===== src/rtl/core/gcsh_pkg.sv =====
// Shared types, command codes and the bus byte encoder for the GPIB source handshake core.
`default_nettype none

package gcsh_pkg;

	localparam int QDEPTH = 4;
	localparam int QPTR_W = $clog2(QDEPTH);
	localparam int QCNT_W = $clog2(QDEPTH + 1);

	localparam logic [4:0] CMD_ATN = 5'd0;
	localparam logic [4:0] CMD_IFC = 5'd1;
	localparam logic [4:0] CMD_SRQ = 5'd2;
	localparam logic [4:0] CMD_REN = 5'd3;
	localparam logic [4:0] CMD_EOI = 5'd4;
	localparam logic [4:0] CMD_MLA = 5'd5;
	localparam logic [4:0] CMD_MTA = 5'd6;
	localparam logic [4:0] CMD_LAD = 5'd7;
	localparam logic [4:0] CMD_UNL = 5'd8;
	localparam logic [4:0] CMD_TAD = 5'd9;
	localparam logic [4:0] CMD_UNT = 5'd10;
	localparam logic [4:0] CMD_SAD = 5'd11;
	localparam logic [4:0] CMD_LLO = 5'd12;
	localparam logic [4:0] CMD_DCL = 5'd13;
	localparam logic [4:0] CMD_PPU = 5'd14;
	localparam logic [4:0] CMD_SPE = 5'd15;
	localparam logic [4:0] CMD_SPD = 5'd16;
	localparam logic [4:0] CMD_GTL = 5'd17;
	localparam logic [4:0] CMD_SDC = 5'd18;
	localparam logic [4:0] CMD_PPC = 5'd19;
	localparam logic [4:0] CMD_GET = 5'd20;
	localparam logic [4:0] CMD_TCT = 5'd21;
	localparam logic [4:0] CMD_PPE = 5'd22;
	localparam logic [4:0] CMD_PPD = 5'd23;
	localparam logic [4:0] CMD_DAB = 5'd24;

	localparam logic [7:0] BYTE_LISTEN = 8'h20;
	localparam logic [7:0] BYTE_TALK = 8'h40;
	localparam logic [7:0] BYTE_UNL = 8'h3F;
	localparam logic [7:0] BYTE_UNT = 8'h5F;
	localparam logic [7:0] BYTE_SECONDARY = 8'h60;
	localparam logic [7:0] BYTE_LLO = 8'h11;
	localparam logic [7:0] BYTE_DCL = 8'h14;
	localparam logic [7:0] BYTE_PPU = 8'h15;
	localparam logic [7:0] BYTE_SPE = 8'h18;
	localparam logic [7:0] BYTE_SPD = 8'h19;
	localparam logic [7:0] BYTE_GTL = 8'h01;
	localparam logic [7:0] BYTE_SDC = 8'h04;
	localparam logic [7:0] BYTE_PPC = 8'h05;
	localparam logic [7:0] BYTE_GET = 8'h08;
	localparam logic [7:0] BYTE_TCT = 8'h09;
	localparam logic [7:0] BYTE_PPE = 8'h60;
	localparam logic [7:0] BYTE_PPD = 8'h70;

	localparam int LN_ATN = 0;
	localparam int LN_DAV = 5;
	localparam int LN_COUNT = 6;

	typedef struct packed {
		logic       req_type;
		logic [4:0] command;
		logic [7:0] value;
		logic       nrfd_asserted;
		logic       ndac_asserted;
	} in_t;

	typedef struct packed {
		logic       atn_drive;
		logic       ifc_drive;
		logic       srq_drive;
		logic       ren_drive;
		logic       eoi_drive;
		logic       dav_drive;
		logic [7:0] bus_byte;
		logic       busy_res;
		logic       done_res;
		logic       status;
	} out_t;

	typedef enum logic [1:0] {
		KIND_TICK = 2'd0,
		KIND_LINE = 2'd1,
		KIND_SEND = 2'd2
	} kind_t;

	typedef struct packed {
		kind_t      kind;
		logic [2:0] line_idx;
		logic       line_on;
		logic [7:0] code;
		logic       is_cmd;
		logic       nrfd;
		logic       ndac;
	} dec_t;

	function automatic logic [7:0] encode_byte(input logic [4:0] cmd, input logic [7:0] val);
		logic [7:0] b;
		unique case (cmd)
			CMD_MLA: b = BYTE_LISTEN;
			CMD_MTA: b = BYTE_TALK;
			CMD_LAD: b = BYTE_LISTEN + val;
			CMD_UNL: b = BYTE_UNL;
			CMD_TAD: b = BYTE_TALK + val;
			CMD_UNT: b = BYTE_UNT;
			CMD_SAD: b = BYTE_SECONDARY + val;
			CMD_LLO: b = BYTE_LLO;
			CMD_DCL: b = BYTE_DCL;
			CMD_PPU: b = BYTE_PPU;
			CMD_SPE: b = BYTE_SPE;
			CMD_SPD: b = BYTE_SPD;
			CMD_GTL: b = BYTE_GTL;
			CMD_SDC: b = BYTE_SDC;
			CMD_PPC: b = BYTE_PPC;
			CMD_GET: b = BYTE_GET;
			CMD_TCT: b = BYTE_TCT;
			CMD_PPE: b = BYTE_PPE;
			CMD_PPD: b = BYTE_PPD;
			default: b = val;
		endcase
		return b;
	endfunction

endpackage

`default_nettype wire


===== src/rtl/core/gpib_command_source_handshake_core.sv =====
// Top level of the GPIB command encoder and source handshake core.
//
//   Channel  Signals                        Carries
//   input    in_valid, in_ready, in_data    one line sample, optionally with a send request
//   output   out_valid, out_ready, out_data one line-drive and status result per input beat
//
// One input beat is accepted per cycle while the four-entry queue has room; each beat
// gives exactly one result, held in the queue and then registered in the result register.
// The handshake engine retires one queued beat per cycle while the result register is
// free or being taken. Reset releases all lines, clears the held byte and empties the
// queue. A stalled output fills the queue, after which in_ready drops.
`default_nettype none

module gpib_command_source_handshake_core (
	input  wire            clk,
	input  wire            arst_n,
	input  wire            in_valid,
	output logic           in_ready,
	input  gcsh_pkg::in_t  in_data,
	output logic           out_valid,
	input  wire            out_ready,
	output gcsh_pkg::out_t out_data
);

	logic           push;
	gcsh_pkg::dec_t push_data;
	logic           q_full;
	logic           pop;
	logic           q_not_empty;
	gcsh_pkg::dec_t head;

	gcsh_front u_front (
		.in_valid  (in_valid),
		.in_ready  (in_ready),
		.in_data   (in_data),
		.q_full    (q_full),
		.push      (push),
		.push_data (push_data)
	);

	gcsh_queue u_queue (
		.clk       (clk),
		.arst_n    (arst_n),
		.push      (push),
		.push_data (push_data),
		.full      (q_full),
		.pop       (pop),
		.not_empty (q_not_empty),
		.head      (head)
	);

	gcsh_back u_back (
		.clk         (clk),
		.arst_n      (arst_n),
		.q_not_empty (q_not_empty),
		.head        (head),
		.pop         (pop),
		.out_valid   (out_valid),
		.out_ready   (out_ready),
		.out_data    (out_data)
	);

endmodule

`default_nettype wire


===== src/rtl/core/gcsh_front.sv =====
// Front end: accepts input beats, classifies requests and encodes bus bytes.
`default_nettype none

module gcsh_front (
	input  wire            in_valid,
	output logic           in_ready,
	input  gcsh_pkg::in_t  in_data,
	input  wire            q_full,
	output logic           push,
	output gcsh_pkg::dec_t push_data
);

	always_comb begin
		in_ready = !q_full;
		push = in_valid && !q_full;

		push_data.kind = gcsh_pkg::KIND_TICK;
		push_data.line_idx = in_data.command[2:0];
		push_data.line_on = (in_data.value != 8'd0);
		push_data.code = gcsh_pkg::encode_byte(in_data.command, in_data.value);
		push_data.is_cmd = (in_data.command != gcsh_pkg::CMD_DAB);
		push_data.nrfd = in_data.nrfd_asserted;
		push_data.ndac = in_data.ndac_asserted;

		if (in_data.req_type) begin
			if (in_data.command < gcsh_pkg::CMD_MLA) begin
				push_data.kind = gcsh_pkg::KIND_LINE;
			end else if (in_data.command <= gcsh_pkg::CMD_DAB) begin
				push_data.kind = gcsh_pkg::KIND_SEND;
			end
		end
	end

endmodule

`default_nettype wire


===== src/rtl/core/gcsh_queue.sv =====
// Short queue of classified beats between the front end and the handshake engine.
`default_nettype none

module gcsh_queue (
	input  wire                   clk,
	input  wire                   arst_n,
	input  wire                   push,
	input  gcsh_pkg::dec_t        push_data,
	output logic                  full,
	input  wire                   pop,
	output logic                  not_empty,
	output gcsh_pkg::dec_t        head
);

	gcsh_pkg::dec_t                   mem_q [gcsh_pkg::QDEPTH];
	logic [gcsh_pkg::QPTR_W-1:0]      wr_ptr_q;
	logic [gcsh_pkg::QPTR_W-1:0]      rd_ptr_q;
	logic [gcsh_pkg::QCNT_W-1:0]      count_q;

	assign full = (count_q == gcsh_pkg::QCNT_W'(gcsh_pkg::QDEPTH));
	assign not_empty = (count_q != '0);
	assign head = mem_q[rd_ptr_q];

	always_ff @(posedge clk) begin
		if (push) begin
			mem_q[wr_ptr_q] <= push_data;
		end
	end

	always_ff @(posedge clk or negedge arst_n) begin
		if (!arst_n) begin
			wr_ptr_q <= '0;
			rd_ptr_q <= '0;
			count_q <= '0;
		end else begin
			if (push) begin
				wr_ptr_q <= wr_ptr_q + 1'b1;
			end
			if (pop) begin
				rd_ptr_q <= rd_ptr_q + 1'b1;
			end
			if (push && !pop) begin
				count_q <= count_q + 1'b1;
			end else if (pop && !push) begin
				count_q <= count_q - 1'b1;
			end
		end
	end

endmodule

`default_nettype wire


===== src/rtl/core/gcsh_back.sv =====
// Back end: runs the source handshake and line drives, and holds the result register.
`default_nettype none

module gcsh_back (
	input  wire            clk,
	input  wire            arst_n,
	input  wire            q_not_empty,
	input  gcsh_pkg::dec_t head,
	output logic           pop,
	output logic           out_valid,
	input  wire            out_ready,
	output gcsh_pkg::out_t out_data
);

	typedef enum logic [2:0] {
		PH_IDLE      = 3'b001,
		PH_WAIT_NRFD = 3'b010,
		PH_WAIT_NDAC = 3'b100
	} phase_t;

	phase_t                        phase_q, phase_d;
	logic [7:0]                    held_byte_q, held_byte_d;
	logic                          is_cmd_q, is_cmd_d;
	logic [gcsh_pkg::LN_COUNT-1:0] lines_q, lines_d;
	logic                          done, status;
	logic                          out_valid_q;
	gcsh_pkg::out_t                out_q;

	assign pop = q_not_empty && (!out_valid_q || out_ready);
	assign out_valid = out_valid_q;
	assign out_data = out_q;

	always_comb begin
		phase_d = phase_q;
		held_byte_d = held_byte_q;
		is_cmd_d = is_cmd_q;
		lines_d = lines_q;
		done = 1'b0;
		status = 1'b0;

		unique case (phase_q)
			PH_WAIT_NRFD: begin
				if (!head.nrfd) begin
					lines_d[gcsh_pkg::LN_DAV] = 1'b1;
					phase_d = PH_WAIT_NDAC;
				end
			end
			PH_WAIT_NDAC: begin
				if (!head.ndac) begin
					lines_d[gcsh_pkg::LN_DAV] = 1'b0;
					if (is_cmd_q) begin
						lines_d[gcsh_pkg::LN_ATN] = 1'b0;
					end
					phase_d = PH_IDLE;
					done = 1'b1;
				end
			end
			default: begin
				phase_d = PH_IDLE;
				unique case (head.kind)
					gcsh_pkg::KIND_LINE: begin
						lines_d[head.line_idx] = head.line_on;
						done = 1'b1;
					end
					gcsh_pkg::KIND_SEND: begin
						lines_d[gcsh_pkg::LN_DAV] = 1'b0;
						if (!head.nrfd && !head.ndac) begin
							lines_d[gcsh_pkg::LN_ATN] = 1'b0;
							done = 1'b1;
							status = 1'b1;
						end else begin
							lines_d[gcsh_pkg::LN_ATN] = head.is_cmd;
							held_byte_d = head.code;
							is_cmd_d = head.is_cmd;
							phase_d = PH_WAIT_NRFD;
						end
					end
					default: begin
					end
				endcase
			end
		endcase
	end

	always_ff @(posedge clk or negedge arst_n) begin
		if (!arst_n) begin
			phase_q <= PH_IDLE;
			held_byte_q <= '0;
			is_cmd_q <= 1'b0;
			lines_q <= '0;
			out_valid_q <= 1'b0;
		end else begin
			if (pop) begin
				phase_q <= phase_d;
				held_byte_q <= held_byte_d;
				is_cmd_q <= is_cmd_d;
				lines_q <= lines_d;
				out_valid_q <= 1'b1;
			end else if (out_ready) begin
				out_valid_q <= 1'b0;
			end
		end
	end

	always_ff @(posedge clk) begin
		if (pop) begin
			out_q.atn_drive <= lines_d[0];
			out_q.ifc_drive <= lines_d[1];
			out_q.srq_drive <= lines_d[2];
			out_q.ren_drive <= lines_d[3];
			out_q.eoi_drive <= lines_d[4];
			out_q.dav_drive <= lines_d[5];
			out_q.bus_byte <= held_byte_d;
			out_q.busy_res <= (phase_d != PH_IDLE);
			out_q.done_res <= done;
			out_q.status <= status;
		end
	end

endmodule

`default_nettype wire

===== config.mk =====
export PLATFORM = sky130hd
export DESIGN_NAME = gpib_command_source_handshake_core
export DESIGN_NICKNAME = d
export VERILOG_FILES = /design/src/rtl/core/gcsh_pkg.sv /design/src/rtl/core/gpib_command_source_handshake_core.sv /design/src/rtl/core/gcsh_front.sv /design/src/rtl/core/gcsh_queue.sv /design/src/rtl/core/gcsh_back.sv
export SDC_FILE = /design/constraint.sdc
export NUM_CORES = 1
export LEC_CHECK = 0
export BUFFER_PORTS_ARGS = -buffer_cell sky130_fd_sc_hd__buf_2
export CAP_MARGIN = 20
export CORE_MARGIN = 3
export CORE_UTILIZATION = 35
export DETAILED_ROUTE_END_ITERATION = 10
export MAX_ROUTING_LAYER = met4
export PLACE_DENSITY = 0.62
export SYNTH_ARGS = -nofsm -noshare
export SYNTH_HDL_FRONTEND = slang
export SYNTH_SLANG_ARGS = --single-unit
export TNS_END_PERCENT = 20

===== constraint.sdc =====
create_clock -name clk -period 3.2 [get_ports clk]
set_input_delay 0.64 -clock clk [delete_from_list [all_inputs] [get_ports clk]]
set_output_delay 0.64 -clock clk [all_outputs]
set_load 0.005 [all_outputs]

* Word-level counts from Yosys, hierarchy flattened
Memories as Yosys holds them, arrays and structs flattened. Index checks and enable logic that the tools add are counted.
Storage, ports and cells: register bits after elaboration 43, memory bits (writable) 68, memories kept 1
Operators by class: add/subtract/negate cells 7, magnitude comparators 4, equal/unequal tests 26, multiplexer cells 36, bitwise gates (word level) 3, reduce and logical (&&, ||, !) cells 20
Memory list:
- u_queue.mem_q | depth 4, bits a word 17, rd ports 1, clocked after Yosys merged registers in 0, write ports 1, RTL line gcsh_queue.sv:15 | gcsh_pkg::dec_t mem_q [gcsh_pkg::QDEPTH];
Operators by type and width (count):
- 8-bit one-hot mux with 19 select lines | 1
- 5-bit by 4-bit equality test with 1-bit output, second input constant | 8
- 5-bit equality test, second input constant | 8
- 8-bit 2-to-1 mux | 3
- 7-bit by 8-bit adder with 8-bit output, first input constant | 2
- 5-bit by 3-bit equality test with 1-bit output, second input constant | 3
- 3-bit 2-to-1 mux | 5
- 1-bit 2-to-1 mux | 12
- 1-bit one-hot mux with 2 select lines | 6
- 6-bit by 8-bit adder with 8-bit output, first input constant | 1
- 2-bit 2-to-1 mux | 4
- 4-bit 2-to-1 mux | 2
- 8-bit nonzero test | 1
- 6-bit bitwise mux | 1
- 3-bit equality test, second input constant | 2
- 1-bit logical AND | 6
- 1-bit zero test | 6
- 3-bit one-hot mux with 2 select lines | 1
- 5-bit <= comparator, second input constant | 1
- 5-bit by 3-bit < comparator with 1-bit output, second input constant | 1
- 5-bit inequality test, second input constant | 1
- 2-bit by 1-bit adder with 2-bit output, second input constant | 2
- 3-bit by 4-bit < comparator with 1-bit output, second input constant | 1
- 4-bit AND reduction | 1
- other kinds (14) | 17

* Depth between registers and ports, before layout
Gate-level depths: netlist (run 1). An unclocked memory read counts as a cell.
word-level depth 8, depth in mapped cells 9

* Modules after synthesis
A second synthesis (run 1) with hierarchy kept.
Second synthesis, totals: cells, all modules 378, area total of the unflattened synthesis 5413.9 µm²
Modules (own cells, without submodules):
- gcsh_queue | times used 1, cells each 123, area each 2891.5 µm²
- gcsh_back | times used 1, cells each 148, area each 1840.5 µm²
- gcsh_front | times used 1, cells each 107, area each 681.9 µm²

* Least setup slack after synthesis (run 1)
Ideal clock, no wire load.
path type reg-to-reg, start point reg u_queue.rd_ptr_q[0] (netlist name), end point reg u_back.out_q, in the netlist u_back.out_data[14], data pin, library setup time 0.260 ns, data arrival time 2.511 ns, slack 0.429 ns, stages on the path, launching flop included 10, cells stage by stage dfrtp_1 -> buf_6 -> buf_2 -> mux4_2 -> inv_1 -> ha_1 -> o21ai_0 -> nor3b_1 -> nor2b_1 -> mux2_2
Between the ends: cells in the longest elaborated chain, start to end 8, elaborated cells on any way between the ends 10, classes of those cells 2 x order compare; 1 x eq/ne; 5 x mux; 1 x reduce/logical; 1 x memory
RTL lines:
- start: declaration | RTL line gcsh_queue.sv:17 | logic [gcsh_pkg::QPTR_W-1:0] rd_ptr_q;
- start signal: assignment | RTL line gcsh_queue.sv:40 | rd_ptr_q <= rd_ptr_q + 1'b1;
- memory 4 x 17 bit (*)
- 3-bit by 4-bit < comparator with 1-bit output (implied by the code) or 3-bit by 1-bit greater-or-equal comparator with 1-bit output (tied branches) | RTL line gcsh_back.sv:62 | lines_d[head.line_idx] = head.line_on;
- 1-bit logical AND (implied by the code) | RTL line gcsh_back.sv:62
- 1-bit 2-to-1 mux (implied by the code) | RTL line gcsh_back.sv:62
- 1-bit demux with 3-bit select
- 6-bit bitwise mux | RTL line gcsh_back.sv:62
- 4-bit 2-to-1 mux (*) | RTL line gcsh_back.sv:60 | unique case (head.kind)
- 4-bit 2-to-1 mux (*) | RTL line gcsh_back.sv:41 | unique case (phase_q)
- named net u_back.lines_d (one bit) | RTL line gcsh_back.sv:24 | logic [gcsh_pkg::LN_COUNT-1:0] lines_q, lines_d;
- end: declaration | RTL line gcsh_back.sv:27 | gcsh_pkg::out_t out_q;
The timed path passes the listed nets; every way through them passes the cells marked *. A chain may end at the register's enable or synchronous reset.

* Worst setup path in the final report (run 1)
start point reg u_queue.rd_ptr_q[0] (netlist name), end point reg u_back.held_byte_q[4]
Between the ends: cells in the longest elaborated chain, start to end 6, elaborated cells on any way between the ends 8, classes of those cells 1 x eq/ne; 3 x mux; 3 x reduce/logical; 1 x memory
RTL lines:
- memory 4 x 17 bit (*)
- 1-bit zero test
- 1-bit logical AND | RTL line gcsh_back.sv:67 | if (!head.nrfd && !head.ndac) begin
- 8-bit 2-to-1 mux | RTL line gcsh_back.sv:67
- 8-bit 2-to-1 mux (*) | RTL line gcsh_back.sv:60
- 8-bit 2-to-1 mux (*) | RTL line gcsh_back.sv:41
- end signal: assignment | RTL line gcsh_back.sv:95 | held_byte_q <= held_byte_d;
- end: declaration | RTL line gcsh_back.sv:22 | logic [7:0] held_byte_q, held_byte_d;
Mark *: on every way between the ends. The rest lies on a longest branch, timed or not.

==> results of run 1 <==
==> path summary, 6_finish.rpt <==
check                                                startpoint                                end  slack (ns)  depth (start not counted)
worst max-delay path            u_queue.rd_ptr_q[0]$_DFFE_PN0P_  u_back.held_byte_q[4]$_DFFE_PN0P_        0.56                          7
worst min-delay path                                     arst_n    u_queue.rd_ptr_q[0]$_DFFE_PN0P_        0.31                          1
worst max register to register  u_queue.rd_ptr_q[0]$_DFFE_PN0P_  u_back.held_byte_q[4]$_DFFE_PN0P_        0.56                          7
worst min register to register     u_back.out_valid$_DFFE_PN0P_       u_back.out_valid$_DFFE_PN0P_        0.49                          2
max in group asynchronous                                arst_n  u_back.held_byte_q[2]$_DFFE_PN0P_        2.46                          1
min in group clk                   u_back.out_valid$_DFFE_PN0P_       u_back.out_valid$_DFFE_PN0P_        0.49                          2
==> metrics by stage <==
| stage | hold slack [ns] | power (mW) | utilization |
|---|---|---|---|
| final | 0.315 | 5.40 | 0.413 |
| after detailed placement | 0.478 | 4.32 | 0.392 |
| after global placement | 0.469 | 4.26 | 0.392 |
| after CTS | 0.330 | 5.46 | 0.413 |
| after global routing | 0.350 | 5.74 | 0.413 |
| after floorplan | 0.344 | 3.78 | - |
==> worst reg2reg max path, stage by stage, from the launching register on <==
cell	delay (ns)
dfrtp_1	0.38
buf_4	0.35
mux4_2	0.57
inv_1	0.07
ha_1	0.30
nand3_4	0.23
nor2_8	0.29
mux2_4	0.33
==> power breakdown <==
part           switching [mW]  internal, mW
clock                   0.496         0.631
combinational            1.02         0.932
sequential              0.212          2.10
==> registers in the layout, indices dropped and copies added, names as in the netlist <==
register	count
u_back.lines_q	6
u_back.held_byte_q	8
u_queue.count_q	3
u_queue.rd_ptr_q	2
u_queue.wr_ptr_q	2
u_back.out_data	17
u_queue.mem_q	68
u_back.out_valid	1
u_back.is_cmd_q	1
u_back.phase_q	3
==> layout by cell type, fill, tap and decap left out, types with 3 or more instances in the layout <==
cell,synthesis,layout
buf_2,3,38
xor2_1,3,3
mux2_4,9,9
nor2_1,12,12
a22oi_1,3,3
inv_1,14,14
buf_4,0,5
a31oi_1,3,3
nand2_1,23,23
xnor2_1,6,6
a21oi_1,8,8
ha_1,8,8
a221o_1,3,3
dfrtp_1,25,25
mux2_2,17,17
edfxtp_1,85,85
nor3b_1,4,4
nor2b_1,11,11
nor4b_1,3,3
clkbuf_16,0,9
nor3_1,3,3
and3_1,5,5
nand3_1,5,5
mux4_2,15,15
o21ai_0,20,20
nand2b_1,4,4
==> final cells by class <==
| class | instances | share of cell area |
|---|---|---|
| Multi-Input combinational cell | 207 | 0.313 |
| Inverter | 15 | 0.00963 |
| Clock buffer | 10 | 0.0409 |
| Clock inverter | 6 | 0.0111 |
| Sequential cell | 111 | 0.548 |
| Timing Repair Buffer | 43 | 0.0389 |
| Tap cell | 180 | 0.0385 |
==> cell families (layout without fill, tap and decap cells) <==
| group | count (synthesis) | in the layout | synth area share |
|---|---|---|---|
| AND/OR/NAND/NOR | 82 | 82 | 0.0900 |
| XOR/XNOR | 9 | 9 | 0.0152 |
| AO/OA/AOI/OAI | 60 | 60 | 0.0770 |
| buffers and inverters | 31 | 74 | 0.0261 |
| flip-flops | 111 | 111 | 0.620 |
| adder cells (fa/ha/maj) | 10 | 10 | 0.0271 |
| multiplexers | 46 | 46 | 0.145 |
==> routing by layer <==
metal	share of wire	vias to the layer above	GRT usage	routed length, µm
met4	0.014	0	0.0423	134
met1	0.46	1483	0.175	4530
met5	0	-	-	0
li1	-	1416	-	-
met3	0.048	12	0.0234	470
met2	0.47	66	0.198	4630
==> out/qor.txt, run 1 <==
H-tree depth: 3
Largest net degree at the start of global routing: 27
Final Non-Filler Cells: 572
Final Instance Area: 0.00585 mm²
Clock Latency Late Sink: 0.34 ns
Startpoint Class: flip-flop
Placed Cells incl. Taps: 556
GR Util All Layers: 0.129
Drt via density: 5.20
WP data arrival: 2.86 ns
Most common cell in the netlist: edfxtp_1
Number of global-route vias before repair: 2993
# resized after CTS: 0
First-pass GRT wire length: 16.0 mm
Synth Warn #: 0
Mapped Avg Cell Area: 14.8 µm²
Gp weighted congestion: 0.857
Max cap viols: 0
Slew HR: 0.368
Netlist cell types: 61
CP max-delay cell: mux4_2
Main synth FF type: edfxtp_1
Initial antenna violation count: 0
Post-route ant nets: 0
Vert. Die Dim: 128 µm
Leakage power: 2.16 nW
Final Worst Setup Slack: 0.561 ns
CP bufs+invs: 2
Share of the clock period used by the worst path: 0.825
Core Footprint: 0.0141 mm²
Setup Slack @ Placement: 0.504 ns
Area growth syn-to-layout: 13.1%
Detailed Route WL: 9.76 mm
Crit end category: flip-flop
Gr ovfl total: 0
Clock root buffer: clkbuf_16
Dominant cells by area after synthesis: edfxtp_1, dfrtp_1, mux4_2
Setup Skew: 0.00572 ns
CP required: 3.43 ns
Synth Instances: 349
Layout cells sized above 1: 0.270
Ys async rst share: 0.234
Synthesized cell area: 0.00517 mm²
Area of the multi-input gates: 0.00183 mm²
DR vias: 2977
Yosys top cell area share: 0.494
Post-synthesis sequential element count: 111
Status: completed
VDD IR-drop max: 0.000314 V
Placed inst area: 0.00554 mm²
Sequential-to-total area share from yosys stat: 0.620
Post-synth EDFFs: 85
FF+latch area: 0.00320 mm²
Power per Cell Area: 923 mW/mm²
Post-Syn Nets: 379
# clock sinks: 111
Worst-path fanout max: 18
Synth top cells by count: edfxtp_1, dfrtp_1, nand2_1, o21ai_0, mux2_2
Reg clk slew, reported paths: 0.07 ns
Hold Crit Class: in2async
Worst path cell trace: buf_4, mux4_2, inv_1, ha_1, nand3_4, nor2_8, mux2_4
Cell taking the most area after synthesis: edfxtp_1
Slew Viols, Final: 0
Final hold vios: 0
Fmax: 379 MHz
Setup TNS Final: 0 ns
TritonCTS buffer count: 9
Final Critical Period: 2.64 ns
FILL cells: 1300
Final Setup Violations: 0
Crit path max-delay family: multiplexers
Initial DRC count: 238
Dpl hpwl: 6.59 mm
Routed len/inst: 17.1 µm
Row cnt: 43
Worst stage delay on the critical path: 0.57 ns
Port Buf Inserts: 38
DIE WIDTH: 128 µm
Remaining DRCs: 0
Setup bufs post-CTS: 0
Setup CP Type: reg2reg
Worst-Margin Slew: 0.947 ns
RSZ-0062 raised after global routing: no
DRT Pass-1 Iters: 4
Post-CTS Hold Buffers: 0
Ports: 39
Ant. Diodes: 0
TritonCTS clock tree: built
CTS max path bufs: 2
Initial Util: 0.365
Nets: 417
Die area: 0.0163 mm²
Power figures use the tool's default switching activity.
==> run 2, diff against run 1 <==
Clock period 3.2 ns to 2.5 ns, I/O delays scaled along.
==> out/qor.txt, run 2 (synthesis gave the netlist of run 1 again) <==
Initial Util: 0.365
Slew Viols, Final: 0
Status: completed
Largest net degree at the start of global routing: 27
Slew HR: 0.515
Commonest non-fill, non-tap cell in the layout: edfxtp_1
Placed inst area: 0.00565 mm²
Gr ovfl total: 0
VDD IR-drop max: 0.000421 V
Row cnt: 43
Worst Setup EP: u_back.lines_q[4]$_DFFE_PN0P_
Worst Setup SP: u_queue.rd_ptr_q[0]$_DFFE_PN0P_
Post-route ant nets: 0
Reg-to-reg slack, setup: 0.13 ns
Ports: 39
RSZ-0062 raised after global routing: no
GR Util All Layers: 0.131
Port Buf Inserts: 38
Most frequent cells in the layout: edfxtp_1, buf_2, dfrtp_1
First-pass GRT wire length: 16.0 mm
Max cap viols: 0
Worst Reg-to-Reg Cells: 5
Startpoint Class: flip-flop
Setup Skew: 0.00316 ns
FF-to-FF Start: u_queue.rd_ptr_q[0]$_DFFE_PN0P_
TritonCTS clock tree: built
Final hold vios: 0
Setup bufs post-CTS: 0
Worst-path fanout max: 9
DIE WIDTH: 128 µm
# clock sinks: 111
Vert. Die Dim: 128 µm
Routed len/inst: 16.9 µm
Nets: 429
Met1 Wirelength: 4.64 mm
CP required: 2.73 ns
Leakage power: 2.20 nW
DRT Pass-1 Iters: 4
Fmax: 421 MHz
Layout cells sized above 1: 0.287
Top reg by flops: u_queue.mem_q
Setup TNS Final: 0 ns
Post-CTS Hold Buffers: 0
Final Instance Area: 0.00591 mm²
Final Critical Period: 2.37 ns
Initial antenna violation count: 0
Remaining DRCs: 0
Number of global-route vias before repair: 3041
H-tree depth: 3
Hold Crit Class: in2async
Gp weighted congestion: 0.778
# resized after CTS: 0
Met3 wire len: 338 µm
CTS max path bufs: 2
Ant. Diodes: 0
Routed wl met2: 4.71 mm
Dpl hpwl: 6.97 mm
Top routing layer used: met4
Initial DRC count: 294
Worst-Margin Slew: 0.722 ns
Drt via density: 5.20
Detailed Route WL: 9.87 mm
DR vias: 3038
FILL cells: 1294
Clock root buffer: clkbuf_16
TritonCTS buffer count: 9
Core Footprint: 0.0141 mm²
Setup CP Type: reg2reg
Reg clk slew, reported paths: 0.07 ns
Power per Cell Area: 1150 mW/mm²
Crit end category: flip-flop
Crit Reg-Reg Endpoint: u_back.lines_q[4]$_DFFE_PN0P_
WP data arrival: 2.60 ns
Share of the clock period used by the worst path: 0.950
Clock Latency Late Sink: 0.34 ns
Die area: 0.0163 mm²
Largest register FFs: 68
Area growth syn-to-layout: 14.3%
Final Setup Violations: 0
==> run 2: cell type report <==
class / instances / area (µm²) / area share
Sequential cell: 111 / 3200 / 0.542
Multi-Input combinational cell: 207 / 1850 / 0.313
Timing Repair Buffer: 55 / 318 / 0.0538
Clock buffer: 11 / 233 / 0.0394
Tap cell: 180 / 225 / 0.0381
Inverter: 15 / 56.3 / 0.00953
Clock inverter: 5 / 26.3 / 0.00445
==> run 2: report_power, final <==
group | internal [mW] | switching [mW]
sequential | 2.68 | 0.263
clock | 0.668 | 0.600
combinational | 1.28 | 1.33
total | 4.63 | 2.19
==> run 2: how the worst min path moves through the flow <==
stage	end	slack, ns
floorplan	u_back.held_byte_q[0]$_DFFE_PN0P_	0.20
global placement	u_back.out_valid$_DFFE_PN0P_	0.47
detailed placement	u_back.out_valid$_DFFE_PN0P_	0.48
CTS	u_queue.count_q[2]$_DFFE_PN0P_	0.19
global route	u_queue.rd_ptr_q[0]$_DFFE_PN0P_	0.22
finish	u_queue.wr_ptr_q[1]$_DFFE_PN0P_	0.17
==> run 2: through the flow <==
step	std cells	worst slack (ns)	total power, mW	util	hold WS [ns]
finish	584	0.125	6.82	0.418	0.171
floorplan	349	0.0165	4.89	-	0.204
CTS	584	0.124	6.91	0.418	0.193
global route	584	0.0216	7.27	0.418	0.215
global placement	568	0.158	5.55	0.399	0.467
detailed placement	568	0.139	5.63	0.399	0.476
==> run 2: critical path, stage by stage, from the launching register on <==
cell and delay [ns]:
dfrtp_1 0.39, buf_4 0.24, mux4_2 0.62, nor4b_1 0.36, mux2_2 0.39, mux2_2 0.26
==> run 2: metal layers <==
layer	vias to the layer above	GRT usage
met5	-	-
met3	13	0.0196
met4	0	0.0568
li1	1441	-
met2	65	0.203
met1	1519	0.171
==> run 3, diff against run 2 <==
==> constraint.sdc (replaced) <==
create_clock -name clk -period 2.5 [get_ports clk]
set_input_delay 0.25 -clock clk [delete_from_list [all_inputs] [get_ports clk]]
set_output_delay 0.25 -clock clk [all_outputs]
set_load 0.005 [all_outputs]
==> out/qor.txt, run 3 (synthesis gave the netlist of run 1 again) <==
Leakage power: 2.19 nW
Top reg by flops: u_queue.mem_q
Routed len/inst: 16.7 µm
Worst-path fanout max: 7
RSZ-0062 raised after global routing: yes
Final hold vios: 0
Initial DRC count: 292
Gr ovfl total: 0
Row cnt: 43
Setup Slack @ Placement: 0.0920 ns
Gate power share: 0.380
Crit end category: flip-flop
P_int: 4.64 mW
Reg clk slew, reported paths: 0.07 ns
First-pass GRT wire length: 16.1 mm
Vert. Die Dim: 128 µm
Share of the clock period used by the worst path: 0.952
Ant. Diodes: 0
Final Setup Violations: 0
Initial antenna violation count: 0
Worst Reg-to-Reg Cells: 7
WP data arrival: 2.48 ns
Detailed Route WL: 9.75 mm
Dpl hpwl: 6.79 mm
Initial Util: 0.365
FILL cells: 1270
Placed inst area: 0.00564 mm²
Reg-to-reg slack, setup: 0.12 ns
Post-route ant nets: 0
Gp weighted congestion: 0.829
Most frequent cells in the layout: edfxtp_1, buf_2, dfrtp_1
DRT Pass-1 Iters: 4
H-tree depth: 3
Final Worst Setup Slack: 0.120 ns
Sequential share of power: 0.426
Largest register FFs: 68
Clock root buffer: clkbuf_16
NetSw: 2.26 mW
Placed Cells incl. Taps: 567
Hold Crit Class: in2reg
Max cap viols: 0
GR Util All Layers: 0.130
Commonest non-fill, non-tap cell in the layout: edfxtp_1
Slew Viols, Final: 0
Number of global-route vias before repair: 3119
CP required: 2.60 ns
Drt via density: 5.24
Die area: 0.0163 mm²
Core Footprint: 0.0141 mm²
Nets: 429
Status: completed
Final Critical Period: 2.38 ns
Power per Cell Area: 1160 mW/mm²
Final Util: 0.420
# clock sinks: 111
Fmax: 420 MHz
TritonCTS clock tree: built
Remaining DRCs: 0
TritonCTS buffer count: 9
Largest net degree at the start of global routing: 27
DR vias: 3061
Hold Path Stages: 1
Final Non-Filler Cells: 584
Slew HR: 0.485
Startpoint Class: flip-flop
Sw frac: 0.327
Overall Power: 6.89 mW
Layout cells sized above 1: 0.300
Clock Latency Late Sink: 0.35 ns
Ports: 39
Worst-Margin Slew: 0.766 ns
DIE WIDTH: 128 µm
VDD IR-drop max: 0.000431 V
Setup CP Type: reg2reg
Clock power frac: 0.194
CTS max path bufs: 2
Port Buf Inserts: 38
Final Instance Area: 0.00594 mm²
Area growth syn-to-layout: 14.8%
Setup Skew: 0.00602 ns
==> run 3: cell count changes in the layout (fill, tap and decap cells not counted) <==
cell,before,now
buf_4,17,16
clkbuf_1,2,1
clkinv_1,3,1
clkinv_2,2,1
clkinvlp_4,0,3
dlygate4sd3_1,0,1
inv_1,14,13
inv_2,0,1
inv_6,0,1
nor2b_1,11,10
nor2b_2,0,1
nor4b_1,3,2
nor4b_2,0,1
==> run 3: critical path, cell delays in order (launching register included) <==
cell      delay, ns
dfrtp_1        0.39
buf_4          0.21
mux4_2         0.56
inv_1          0.08
ha_1           0.27
and4bb_2       0.35
mux2i_1        0.19
o21bai_1       0.07
==> run 3: metrics by stage <==
stage / setup TNS (ns) / hold slack, ns
6_report: 0 / 0.119
5_1_grt: -0.00998 / 0.110
4_1_cts: 0 / 0.112
3_5_place_dp: 0 / 0.308
3_3_place_gp: 0 / 0.297
2_1_floorplan: 0 / -0.0456
==> run 3: path summary, 6_finish.rpt <==
path                                            startpoint                                 to
max                        u_queue.rd_ptr_q[0]$_DFFE_PN0P_      u_back.out_data[11]$_DFFE_PP_
min                                             in_data[1]      u_queue.mem_q[0][1]$_DFFE_PP_
max reg2reg                u_queue.rd_ptr_q[0]$_DFFE_PN0P_      u_back.out_data[11]$_DFFE_PP_
min reg2reg                   u_back.out_valid$_DFFE_PN0P_       u_back.out_valid$_DFFE_PN0P_
max in group asynchronous                           arst_n  u_back.held_byte_q[2]$_DFFE_PN0P_
min in group asynchronous                           arst_n    u_queue.wr_ptr_q[0]$_DFFE_PN0P_
==> run 3: per-layer routing <==
metal / up-vias / part of all wire / track usage
met2: 81 / 0.47 / 0.203
met1: 1524 / 0.47 / 0.171
met4: 0 / 0.015 / 0.0435
met5: - / 0 / -
li1: 1443 / - / -
met3: 13 / 0.042 / 0.0259
==> run 3: what timing repair did <==
item                       in CTS  in global routing
hold endpoints to repair       25                  0
gates resized for setup         0                  3
setup endpoints to repair       0                  4
hold buffers                    1                  0
setup buffers                   0                  0
==> run 3: power by group through the flow <==
stage | Sequential, mW | Combinational (mW) | Clock (mW)
finish | 2.94 | 2.62 | 1.33
global route | 3.00 | 2.90 | 1.43
CTS | 2.95 | 2.64 | 1.35
detailed placement | 2.98 | 2.63 | 0
global placement | 2.96 | 2.57 | 0
floorplan | 2.90 | 1.99 | 0
==> run 3: layout make-up <==
type                    instances  area [µm²]  area share
multi-input cells             207        1860       0.313
clock inverters                 6        45.0     0.00759
clock buffers                  10         229      0.0386
well taps                     180         225      0.0379
flip-flops and latches        111        3200       0.540
repair buffers                 55         320      0.0540
inverters                      15        56.3     0.00948
